==> config.mk <==
export PLATFORM = sky130hd
export DESIGN_NAME = vicinity_request_qualifier_core
export DESIGN_NICKNAME = d
export VERILOG_FILES = /design/src/hw/rtl/vrq_pkg.sv /design/src/hw/rtl/vrq_crc16.sv /design/src/hw/rtl/vrq_frame.sv /design/src/hw/rtl/vicinity_request_qualifier_core.sv
export SDC_FILE = /design/constraint.sdc
export NUM_CORES = 1
export LEC_CHECK = 0
export ABC_AREA = 1
export BUFFER_PORTS_ARGS = -buffer_cell sky130_fd_sc_hd__buf_2
export CAP_MARGIN = 20
export CORE_MARGIN = 3
export CORE_UTILIZATION = 53
export DETAILED_ROUTE_END_ITERATION = 10
export PLACE_DENSITY = 0.76
export SYNTH_ARGS = -nofsm -noshare
export SYNTH_HDL_FRONTEND = slang
export SYNTH_HIERARCHICAL = 1
export SYNTH_SLANG_ARGS = --single-unit
export TNS_END_PERCENT = 1
==> constraint.sdc <==
create_clock -name clk -period 7.5 [get_ports clk]
set_clock_uncertainty 0.2 [all_clocks]
set_input_delay 1.5 -clock clk [delete_from_list [all_inputs] [get_ports clk]]
set_output_delay 1.5 -clock clk [all_outputs]
set_load 0.005 [all_outputs]
==> src/hw/rtl/vrq_pkg.sv <==
`timescale 1ns / 1ps

package vrq_pkg;

  localparam int UID_BYTES = 8;
  localparam int UID_W = 8 * UID_BYTES;
  localparam int CFG_INDEX_W = 1;

  localparam logic [CFG_INDEX_W-1:0] CFG_OWN_UID = 1'b0;
  localparam logic [CFG_INDEX_W-1:0] CFG_OWN_AFI = 1'b1;

  localparam logic [7:0] CMD_INVENTORY = 8'h01;
  localparam logic [7:0] CUSTOM_FIRST = 8'hA0;
  localparam logic [7:0] MASK_LIMIT = 8'(8 * UID_BYTES);
  localparam logic [7:0] INDEX_MAX = 8'hFF;

  localparam int FLAG_INVENTORY_BIT = 2;
  localparam int FLAG_SELECT_BIT = 4;
  localparam int FLAG_AFI_BIT = 4;
  localparam int FLAG_ADDRESS_BIT = 5;

  localparam logic [15:0] CRC_PRESET = 16'hFFFF;
  localparam logic [15:0] CRC_POLY = 16'h8408;

  localparam logic [3:0] PARAM_BASE = 4'd2;

  localparam logic [2:0] REJ_NONE = 3'd0;
  localparam logic [2:0] REJ_AFI = 3'd1;
  localparam logic [2:0] REJ_MFG = 3'd2;
  localparam logic [2:0] REJ_UID = 3'd3;
  localparam logic [2:0] REJ_NOT_SELECTED = 3'd4;
  localparam logic [2:0] REJ_TOO_SHORT = 3'd5;

  typedef struct packed {
    logic [7:0] data;
    logic       last;
    logic       sel;
  } vrq_word_t;

  typedef struct packed {
    logic       accept;
    logic [2:0] reject_reason;
    logic       crc_ok;
    logic [7:0] command_code;
    logic [7:0] request_flags;
    logic       is_addressed;
    logic       is_select_mode;
    logic [7:0] param_offset;
    logic [7:0] param_length;
    logic       mask_match;
  } vrq_result_t;

endpackage

==> src/hw/rtl/vrq_crc16.sv <==
`timescale 1ns / 1ps

// Reflected CRC-16, one byte per call, LSB first.
module vrq_crc16 (
  input  logic [15:0] crc,
  input  logic [7:0]  data,
  output logic [15:0] crc_next
);

  always_comb begin
    logic [15:0] r;
    r = crc ^ {8'h00, data};
    for (int i = 0; i < 8; i++) begin
      if (r[0]) begin
        r = (r >> 1) ^ vrq_pkg::CRC_POLY;
      end else begin
        r = r >> 1;
      end
    end
    crc_next = r;
  end

endmodule

==> src/hw/rtl/vrq_frame.sv <==
`timescale 1ns / 1ps

// Frame state. Each body byte is checked two words after it arrives, so the
// last two words of a frame stay in the tail and hold the received CRC.
module vrq_frame (
  input  logic                      clk,
  input  logic                      rst,
  input  logic                      step,
  input  vrq_pkg::vrq_word_t        word,
  input  logic [vrq_pkg::UID_W-1:0] own_uid,
  input  logic [7:0]                own_afi,
  output vrq_pkg::vrq_result_t      result
);

  logic [7:0]  byte_index;
  logic [7:0]  flags_seen;
  logic [7:0]  command_seen;
  logic [15:0] crc_register;
  logic [15:0] tail_bytes;
  logic [3:0]  param_start;
  logic [2:0]  reject_code;
  logic [6:0]  mask_bits;
  logic        mask_failed;

  logic [7:0]  byte_index_next;
  logic [7:0]  flags_seen_next;
  logic [7:0]  command_seen_next;
  logic [15:0] crc_register_next;
  logic [15:0] tail_bytes_next;
  logic [3:0]  param_start_next;
  logic [2:0]  reject_code_next;
  logic [6:0]  mask_bits_next;
  logic        mask_failed_next;

  logic [15:0] crc_fed;
  logic [7:0]  old;

  function automatic logic has_extra(input logic [7:0] f, input logic [7:0] c);
    return (c >= vrq_pkg::CUSTOM_FIRST) ||
           (c == vrq_pkg::CMD_INVENTORY && f[vrq_pkg::FLAG_AFI_BIT]);
  endfunction

  function automatic logic addressed(input logic [7:0] f);
    return !f[vrq_pkg::FLAG_INVENTORY_BIT] && f[vrq_pkg::FLAG_ADDRESS_BIT];
  endfunction

  function automatic logic select_mode(input logic [7:0] f);
    return !f[vrq_pkg::FLAG_INVENTORY_BIT] && f[vrq_pkg::FLAG_SELECT_BIT];
  endfunction

  function automatic logic [2:0] extra_code(input logic [7:0] c);
    return (c >= vrq_pkg::CUSTOM_FIRST) ? vrq_pkg::REJ_MFG : vrq_pkg::REJ_AFI;
  endfunction

  function automatic logic [7:0] uid_byte(input logic [vrq_pkg::UID_W-1:0] uid,
                                          input logic [2:0] k);
    return uid[{k, 3'b000} +: 8];
  endfunction

  assign old = tail_bytes[7:0];

  vrq_crc16 u_crc (
    .crc      (crc_register),
    .data     (old),
    .crc_next (crc_fed)
  );

  // Apply the oldest tail byte as body byte p.
  always_comb begin
    logic [7:0] p;
    logic       extra;
    logic [7:0] ustart;
    logic [7:0] want;
    logic [7:0] m;
    logic [3:0] full;
    logic [2:0] rem;
    logic [7:0] bm;
    logic [7:0] ps_ext;

    flags_seen_next   = flags_seen;
    command_seen_next = command_seen;
    crc_register_next = crc_register;
    param_start_next  = param_start;
    reject_code_next  = reject_code;
    mask_bits_next    = mask_bits;
    mask_failed_next  = mask_failed;

    p      = byte_index - 8'd2;
    extra  = has_extra(flags_seen, command_seen);
    ustart = 8'd2 + {7'd0, extra};
    want   = (command_seen >= vrq_pkg::CUSTOM_FIRST) ?
             uid_byte(own_uid, 3'(vrq_pkg::UID_BYTES - 2)) : own_afi;
    ps_ext = {4'd0, param_start};
    m      = p - ps_ext - 8'd1;
    full   = mask_bits[6:3];
    rem    = mask_bits[2:0];
    bm     = (8'd1 << rem) - 8'd1;

    if (byte_index >= 8'd2) begin
      crc_register_next = crc_fed;
      if (p == 8'd0) begin
        flags_seen_next = old;
      end else if (p == 8'd1) begin
        command_seen_next = old;
        param_start_next  = vrq_pkg::PARAM_BASE + {3'd0, has_extra(flags_seen, old)} +
                            (addressed(flags_seen) ? 4'(vrq_pkg::UID_BYTES) : 4'd0);
      end else begin
        if (extra && p == 8'd2 && old != want && reject_code_next == vrq_pkg::REJ_NONE) begin
          reject_code_next = extra_code(command_seen);
        end
        if (addressed(flags_seen) && p >= ustart &&
            p < ustart + 8'(vrq_pkg::UID_BYTES)) begin
          if (old != uid_byte(own_uid, 3'(p - ustart)) &&
              reject_code_next == vrq_pkg::REJ_NONE) begin
            reject_code_next = vrq_pkg::REJ_UID;
          end
        end
        if (p == ps_ext) begin
          if (old > vrq_pkg::MASK_LIMIT) begin
            mask_bits_next   = 7'h7F;
            mask_failed_next = 1'b1;
          end else begin
            mask_bits_next = old[6:0];
          end
        end else if (p > ps_ext && !mask_failed && m[7:3] == 5'd0) begin
          if (m < {4'd0, full}) begin
            if (old != uid_byte(own_uid, m[2:0])) begin
              mask_failed_next = 1'b1;
            end
          end else if (m == {4'd0, full} && rem != 3'd0) begin
            if ((old & bm) != (uid_byte(own_uid, m[2:0]) & bm)) begin
              mask_failed_next = 1'b1;
            end
          end
        end
      end
    end

    tail_bytes_next = {word.data, tail_bytes[15:8]};
    byte_index_next = (byte_index == vrq_pkg::INDEX_MAX) ? byte_index : byte_index + 8'd1;
  end

  // Verdict for the frame that ends with this word.
  always_comb begin
    logic [7:0] body;
    logic       too_short;
    logic [2:0] code;
    logic [7:0] ps_ext;
    logic [7:0] needed;
    logic [8:0] need_end;
    logic       addr;

    body      = (byte_index_next >= 8'd2) ? byte_index_next - 8'd2 : 8'd0;
    too_short = byte_index_next < 8'd4;
    ps_ext    = {4'd0, param_start_next};
    needed    = ({1'b0, mask_bits_next} + 8'd7) >> 3;
    need_end  = {1'b0, ps_ext} + 9'd1 + {1'b0, needed};
    addr      = addressed(flags_seen_next);
    code      = reject_code_next;

    result = '0;
    if (too_short) begin
      code = vrq_pkg::REJ_TOO_SHORT;
    end else begin
      if (code == vrq_pkg::REJ_NONE && body < ps_ext) begin
        if (has_extra(flags_seen_next, command_seen_next) && body <= 8'd2) begin
          code = extra_code(command_seen_next);
        end else if (addr) begin
          code = vrq_pkg::REJ_UID;
        end
      end
      if (code == vrq_pkg::REJ_NONE && select_mode(flags_seen_next) && !word.sel) begin
        code = vrq_pkg::REJ_NOT_SELECTED;
      end
      if (body > ps_ext) begin
        result.param_length = body - ps_ext;
      end
      result.mask_match = command_seen_next == vrq_pkg::CMD_INVENTORY &&
                          !mask_failed_next && body > ps_ext &&
                          {1'b0, body} >= need_end;
      result.crc_ok = ~crc_register_next == tail_bytes_next;
    end

    result.accept         = code == vrq_pkg::REJ_NONE;
    result.reject_reason  = code;
    result.command_code   = command_seen_next;
    result.request_flags  = flags_seen_next;
    result.is_addressed   = addr;
    result.is_select_mode = select_mode(flags_seen_next);
    result.param_offset   = ps_ext;
  end

  always_ff @(posedge clk) begin
    if (rst || (step && word.last)) begin
      byte_index   <= 8'd0;
      flags_seen   <= 8'd0;
      command_seen <= 8'd0;
      crc_register <= vrq_pkg::CRC_PRESET;
      tail_bytes   <= 16'd0;
      param_start  <= vrq_pkg::PARAM_BASE;
      reject_code  <= vrq_pkg::REJ_NONE;
      mask_bits    <= 7'd0;
      mask_failed  <= 1'b0;
    end else if (step) begin
      byte_index   <= byte_index_next;
      flags_seen   <= flags_seen_next;
      command_seen <= command_seen_next;
      crc_register <= crc_register_next;
      tail_bytes   <= tail_bytes_next;
      param_start  <= param_start_next;
      reject_code  <= reject_code_next;
      mask_bits    <= mask_bits_next;
      mask_failed  <= mask_failed_next;
    end
  end

endmodule

==> src/hw/rtl/vicinity_request_qualifier_core.sv <==
`timescale 1ns / 1ps

// Path: a word is registered at the input and checked from that register; a
// last word's verdict then goes into the output register, once that is free.
// Throughput: one word per cycle; the output register frees the input side
// while a verdict waits, and only a last word waits for a full output.
// Reset (rst, synchronous): clears frame state to its start values and own_uid and own_afi to zero.
module vicinity_request_qualifier_core (
  input  logic                            clk,
  input  logic                            rst,
  input  logic                            in_valid,
  output logic                            in_stall,
  input  logic [7:0]                      data_byte,
  input  logic                            last_byte,
  input  logic                            tag_selected,
  output logic                            out_valid,
  input  logic                            out_stall,
  output logic                            accept,
  output logic [2:0]                      reject_reason,
  output logic                            crc_ok,
  output logic [7:0]                      command_code,
  output logic [7:0]                      request_flags,
  output logic                            is_addressed,
  output logic                            is_select_mode,
  output logic [7:0]                      param_offset,
  output logic [7:0]                      param_length,
  output logic                            mask_match,
  input  logic                            cfg_valid,
  output logic                            cfg_ready,
  input  logic [vrq_pkg::CFG_INDEX_W-1:0] cfg_index,
  input  logic [vrq_pkg::UID_W-1:0]       cfg_data
);

  logic [vrq_pkg::UID_W-1:0] own_uid;
  logic [7:0]                own_afi;

  logic                 in_full;
  vrq_pkg::vrq_word_t   in_word;
  logic                 in_take;
  logic                 advance;
  vrq_pkg::vrq_result_t verdict;
  vrq_pkg::vrq_result_t result;

  assign cfg_ready = 1'b1;

  always_ff @(posedge clk) begin
    if (rst) begin
      own_uid <= '0;
      own_afi <= 8'd0;
    end else if (cfg_valid && cfg_ready) begin
      case (cfg_index)
        vrq_pkg::CFG_OWN_UID: own_uid <= cfg_data;
        vrq_pkg::CFG_OWN_AFI: own_afi <= cfg_data[7:0];
        default: ;
      endcase
    end
  end

  // A word that ends a frame moves on only when the output register is free.
  assign advance  = in_full && (!in_word.last || !out_valid || !out_stall);
  assign in_stall = in_full && !advance;
  assign in_take  = in_valid && !in_stall;

  always_ff @(posedge clk) begin
    if (rst) begin
      in_full <= 1'b0;
    end else if (in_take) begin
      in_full <= 1'b1;
    end else if (advance) begin
      in_full <= 1'b0;
    end
  end

  always_ff @(posedge clk) begin
    if (in_take) begin
      in_word <= '{data: data_byte, last: last_byte, sel: tag_selected};
    end
  end

  vrq_frame u_frame (
    .clk     (clk),
    .rst     (rst),
    .step    (advance),
    .word    (in_word),
    .own_uid (own_uid),
    .own_afi (own_afi),
    .result  (verdict)
  );

  always_ff @(posedge clk) begin
    if (rst) begin
      out_valid <= 1'b0;
    end else if (advance && in_word.last) begin
      out_valid <= 1'b1;
    end else if (!out_stall) begin
      out_valid <= 1'b0;
    end
  end

  always_ff @(posedge clk) begin
    if (advance && in_word.last) begin
      result <= verdict;
    end
  end

  assign accept         = result.accept;
  assign reject_reason  = result.reject_reason;
  assign crc_ok         = result.crc_ok;
  assign command_code   = result.command_code;
  assign request_flags  = result.request_flags;
  assign is_addressed   = result.is_addressed;
  assign is_select_mode = result.is_select_mode;
  assign param_offset   = result.param_offset;
  assign param_length   = result.param_length;
  assign mask_match     = result.mask_match;

endmodule

=== Word level (Yosys, flattened, before mapping) ===
Index checks and enable logic that the tools add are counted.

* Mux-type cells: 57
* Equal/unequal tests: 14
* Shift-type cells: 3
* Magnitude comparators: 15
* $add $sub $neg: 15
* Reduce and logical (&&, ||, !) cells: 54
* Bitwise logic cells: 14

{| class="wikitable"
|+ Operators by type and width
! kind !! count
|-
| 16-bit two-way mux || 9
|-
| 64-bit by 7-bit variable part select with 8-bit output || 2
|-
| 8-bit two-way mux || 8
|-
| 3-bit two-way mux || 15
|-
| 7-bit two-way mux || 5
|-
| 8-bit by 1-bit == test with 1-bit output, second input constant || 4
|-
| 8-bit != test || 4
|-
| 1-bit logical AND || 26
|-
| 8-bit greater-or-equal comparator, second input constant || 3
|-
| 2-bit inverter with 3-bit output || 8
|-
| 8-bit bitwise AND || 2
|-
| 16-bit == test || 1
|-
| 8-bit by 4-bit == test with 1-bit output || 2
|-
| 8-bit by 2-bit greater-or-equal comparator with 1-bit output, second input constant || 2
|-
| 8-bit by 4-bit > comparator with 1-bit output || 2
|-
| 8-bit by 4-bit < comparator with 1-bit output || 2
|-
| 4-bit two-way mux || 4
|-
| 16-bit inverter || 1
|-
| 8-bit by 1-bit subtractor with 8-bit output, second input constant || 2
|-
| 8-bit by 2-bit subtractor with 8-bit output, second input constant || 2
|-
| 8-bit by 4-bit subtractor with 8-bit output || 2
|-
| 16-bit by 8-bit XOR with 16-bit output || 1
|-
| 3-bit logical NOT || 5
|-
| 1-bit two-way mux || 14
|-
| other kinds (28) || 46
|}

* Bits in registers: 191
* Output and inout bits: 43
* Input port bits: 80

=== Depth between registers and ports, before layout ===
* Word-level depth: 27
* Depth in mapped cells: 31
* Gate-level depth less buffers: 30

=== By module ===
The synthesis kept the hierarchy.

{| class="wikitable"
|+ By module, submodules not included
! module !! seq. area each (µm²) !! area an instance (µm²) !! cells an instance !! instances
|-
| vrq_frame || 1421.4 || 7493.4 || 1261 || 1
|-
| vicinity_request_qualifier_core || 2982.9 || 4152.7 || 384 || 1
|-
| vrq_crc16 || 0.0 || 526.8 || 117 || 1
|}

=== Worst setup path after synthesis ===
OpenSTA, ideal clock, no wires.

* Path type: register -> register
* Start point: reg u_frame.byte_index[1]
* End point: reg result (netlist bit mask_match) (data pin)
* Stages on the path, launching flop included: 28
* Slack: 2.841 ns
* Buffers on the path: 1
* Arrival time: 4.195 ns
* Cell sequence: dfxtp_1 inv_1 ha_1 inv_1 ha_1 nand2_1 inv_1 nand4_4 nor2_4 buf_4 o21ai_1 nand3_2 nand3_1 or2_4 nand2_1 inv_1 ha_1 nand2_1 nor2_1 a211oi_1 xor2_1 ha_1 a21oi_1 a21boi_0 o21ai_0 nand3b_1 nand3_1 a21oi_1

* Word-level cells in the longest chain between the ends: 18
* Elaborated cells on any way between the ends: 54
* Those cells by class: 8 x add/sub; 7 x order compare; 7 x eq/ne; 1 x shift; 21 x mux; 1 x bitwise; 9 x reduce/logical

{| class="wikitable"
|+ RTL lines
! item !! RTL line !! source
|-
| from (decl) || vrq_frame.sv:15 || <nowiki>logic [7:0] byte_index;</nowiki>
|-
| from (signal assigned) || vrq_frame.sv:205 || <nowiki>byte_index <= byte_index_next;</nowiki>
|-
| 8-bit by 2-bit subtractor with 8-bit output || vrq_frame.sv:88 || <nowiki>p = byte_index - 8'd2;</nowiki>
|-
| 8-bit by 4-bit subtractor with 8-bit output || vrq_frame.sv:94 || <nowiki>m = p - ps_ext - 8'd1;</nowiki>
|-
| 8-bit by 1-bit subtractor with 8-bit output || vrq_frame.sv:94 ||
|-
| 64-bit by 7-bit variable part select with 8-bit output || vrq_frame.sv:57 || <nowiki>return uid[{k, 3'b000} +: 8];</nowiki>
|-
| 8-bit bitwise AND || vrq_frame.sv:131 || <nowiki>if ((old & bm) != (uid_byte(own_uid, m[2:0]) & bm)) begin</nowiki>
|-
| 8-bit != test || vrq_frame.sv:131 ||
|-
| 1-bit two-way mux || vrq_frame.sv:131 ||
|-
| 1-bit two-way mux || vrq_frame.sv:130 || <nowiki>end else if (m == {4'd0, full} && rem != 3'd0) begin</nowiki>
|-
| 1-bit two-way mux || vrq_frame.sv:126 || <nowiki>if (m < {4'd0, full}) begin</nowiki>
|-
| 1-bit two-way mux || vrq_frame.sv:125 || <nowiki>end else if (p > ps_ext && !mask_failed && m[7:3] == 5'd0) begin</nowiki>
|-
| 1-bit two-way mux || vrq_frame.sv:118 || <nowiki>if (p == ps_ext) begin</nowiki>
|-
| 1-bit two-way mux || vrq_frame.sv:103 || <nowiki>end else if (p == 8'd1) begin</nowiki>
|-
| 1-bit two-way mux || vrq_frame.sv:101 || <nowiki>if (p == 8'd0) begin</nowiki>
|-
| 1-bit two-way mux || vrq_frame.sv:99 || <nowiki>if (byte_index >= 8'd2) begin</nowiki>
|-
| 1-bit logical NOT || vrq_frame.sv:179 || <nowiki>!mask_failed_next && body > ps_ext &&</nowiki>
|-
| 1-bit logical AND || vrq_frame.sv:178 || <nowiki>result.mask_match = command_seen_next == vrq_pkg::CMD_INVENTORY &&</nowiki>
|-
| 1-bit logical AND (2 in series) || vrq_frame.sv:179 ||
|-
| to (signal assigned) || vicinity_request_qualifier_core.sv:102 || <nowiki>result <= verdict;</nowiki>
|-
| to (decl) || vicinity_request_qualifier_core.sv:42 || <nowiki>vrq_pkg::vrq_result_t result;</nowiki>
|}

Parallel ways exist; a longest one is shown, timed or not.
A chain may end at the register's enable or synchronous reset.

=== Worst setup path after layout ===
Same ends and word-level chain as after synthesis.

==> impl_metrics.yaml <==
outcome:
  status: "finished clean"
worst_setup_path:
  cp_num_buf_inv: 6
  timing.rr.start: "u_frame/byte_index[1]"
  cp-end-kind: "flip-flop"
  crit_fanout: 13
  startpoint: "u_frame/byte_index[1]"
  slowest_delay_ps: 440
  slowest_stage: "dfxtp_1"
  startpoint_type: "flip-flop"
  crit_arrival_ps: 5250
  cp_top_family: "simple AND/OR/NAND/NOR gates"
  path_class: "flip-flop to flip-flop"
  critPathRequiredTime_ps: 7470
die:
  die_h_um: 158
  start_util_pct: 54.9
  num_rows: 54
  dieArea_um2: 24800
  core_area_um2: 22200
  ios: 123
  dieWidth_um: 158
detailed_routing:
  viasPerCell: 5.42
  drcViolationCount: 0
  drt_first_pass_iters: 5
  wirelength_mm: 33.2
  post_drt_wl_per_cell_um: 15.6
  drt_iter0_drc: 1114
  dr_total_vias: 11528
  drt.antenna.violating_nets: 0
hold_path:
  worstHoldStart: "own_uid[18]"
  hold_class: "flip-flop to flip-flop"
clocking:
  post_cts_buffers: 0
  clock-sinks: 195
  cts.clk_slew.worst_paths_ps: 70
  clockRootBuffer: "clkbuf_16"
  cts_max_level: 4
  cts_resized: 0
  cts_buffer_depth: 2
  clk-insertion-delay-late_ps: 440
  numCtsBuffers: 17
  hold_buffers: 0
  cts_tree: "built"
cells_and_area:
  diodes: 0
  drive_gt1_share_pct: 13.6
  layout.nets: 1952
  area_delta_synth_final_pct: 9.85
  layout.cells.non_filler: 2128
  fillers: 2102
global_routing:
  grt_pass1_wl_mm: 53.3
  antenna_found_initial: 0
  grt_pass1_vias: 10720
  grt_max_degree: 85
  grt_usage_pct: 26.9
  grtUsageMet1_pct: 36.0
  grt_overflow: 0
  grt_use_met2_pct: 45.2
  grt_use_met3_pct: 3.74
  top_usage_layer: "met2"
synth:
  post-synth-top-area-cell: "dfxtp_1"
  dominantRegCellSynth: "dfxtp_1"
  synth_edf_count: 50
  avgSynthCellArea_um2: 6.91
  synthTopCellsByArea: "dfxtp_1, nand2_1, edfxtp_1"
  synth_cells: 1762
  syn_area_um2: 12200
  synth_cell_types: 57
  synth.top_cell.area_share_pct: 23.8
  synth_warnings: 6
  async_flop_share_pct: 0
  synth-seq-cells: 195
  yosysSeqAreaShare_pct: 36.2
placed_design:
  dp.cells: 2096
  dp_hpwl_mm: 24.5
  gp_congestion: 0.983
  port_buffers: 121
power:
  vdd_drop_max_mv: 0.146
  p_per_area_nw_per_um2: 213
  leakagePower_nw: 6.43
sta:
  fin_crit_ps: 5280
  finalSetupViolCount: 0
  hold_violations: 0
  finalSetupTns_ps: 0
  clock.fmax_mhz: 189
  post-route-period-util_pct: 70.4
  worst_slew_pin_slew_ps: 946
  rsz0062_at_grt: "no"
  slew_viol_final: 0
  slew_headroom_pct: 36.8
flow_run:
  max_cap_viol_count: 0
==> state kept, by name, indices dropped and copies added (netlist names), 4 cells and up <==
name	count
u_frame/crc_register	16
u_frame/mask_bits	7
u_frame/command_seen	8
request_flags	8
command_code	8
param_length	8
u_frame/flags_seen	8
u_frame/tail_bytes	16
param_offset	8
own_afi	8
u_frame/byte_index	8
own_uid	64
in_word	10
u_frame/param_start	4
==> layout make-up <==
type	instances	area [µm²]	share of cell area, %
flip-flops and latches	195	4400	32.9
well taps	280	350	2.62
clock buffers	19	453	3.39
multi-input cells	1256	6460	48.3
clock inverters	13	149	1.11
inverters	237	892	6.67
repair buffers	128	658	4.92
==> layout by cell type, fill, tap and decap left out, types with 39 or more instances in the layout <==
cell type	instances
nand2_1	407
nor2_1	222
inv_1	210
dfxtp_1	145
o21ai_0	127
buf_2	121
nand3_1	112
a21oi_1	91
o21ai_1	72
edfxtp_1	50
xor2_1	39
==> power by group <==
group | switching [W] | total, W | internal [W]
Sequential | 0.0000484 | 0.00119 | 0.00114
Clock | 0.000445 | 0.000934 | 0.000488
Combinational | 0.000472 | 0.000730 | 0.000258
==> routing by layer <==
metal | wire length (µm) | vias to the layer above | part of all wire (%)
met5 | 0 | - | 0
met1 | 14900 | 5224 | 45
met4 | 759 | 0 | 2.3
met3 | 2150 | 49 | 6.5
met2 | 15400 | 460 | 46
li1 | - | 5795 | -
==> logic make-up after synthesis <==
family          count (synthesis)  share of synthesized area [%]
compound gates                326                           14.3
xor+xnor                       47                           3.50
fa+ha+maj                      37                           3.99
buf+inv                       314                           10.8
flops                         195                           36.2
mux                            14                           1.15
other cells                     2                         0.0617
simple gates                  827                           30.0
==> worst paths after layout <==
| kind | endpoint | slack, ps | cells after the start |
|---|---|---|---|
| worst max-delay path | mask_match | 2220 | 29 |
| worst min-delay path | own_uid[18] | 290 | 2 |
| worst max register to register | mask_match | 2220 | 29 |
| worst min register to register | own_uid[18] | 290 | 2 |
==> per-stage QoR <==
| stage | area [µm²] | power (W) | setup slack (ps) | hold slack [ps] | util [%] |
|---|---|---|---|---|---|
| after floorplan | 12200 | 0.00175 | 2840 | 243 | - |
| after global placement | 12800 | 0.00191 | 2410 | 263 | 57.6 |
| after detailed placement | 12800 | 0.00193 | 2250 | 277 | 57.6 |
| after CTS | 13400 | 0.00285 | 2240 | 292 | 60.3 |
| after global routing | 13400 | 0.00300 | 1770 | 308 | 60.3 |
| final | 13400 | 0.00285 | 2220 | 289 | 60.3 |
==> worst min-delay path: cells and delay by family, from the launching register on <==
family           cells  cell delay (ps)
flip-flops           1              330
AND/OR/NAND/NOR      2              120
==> cells in the mapped netlist, types with 3 or more instances <==
cell and count:
o21ai_2 3, o21ai_0 127, clkbuf_1 38, o32ai_1 6, xor2_1 39, a211oi_1 3, mux2i_1 14, nand2_1 407
inv_2 20, clkinv_1 5, nand3_2 3, fa_1 3, edfxtp_1 50, nor2_2 9, o21bai_1 3, inv_1 211
o21ai_1 72, xnor2_1 6, o211ai_1 8, nand2_2 23, dfxtp_1 145, ha_1 34, buf_2 11, nor2_4 5
nor3_1 6, nand4_1 11, nand3_1 112, nor4_1 5, or2_2 3, buf_6 8, nor2_1 222, nor2_8 4
buf_4 12, buf_1 6, nand2_4 9, a21oi_1 91
Note: power is estimated with default switching activity, not from simulation.
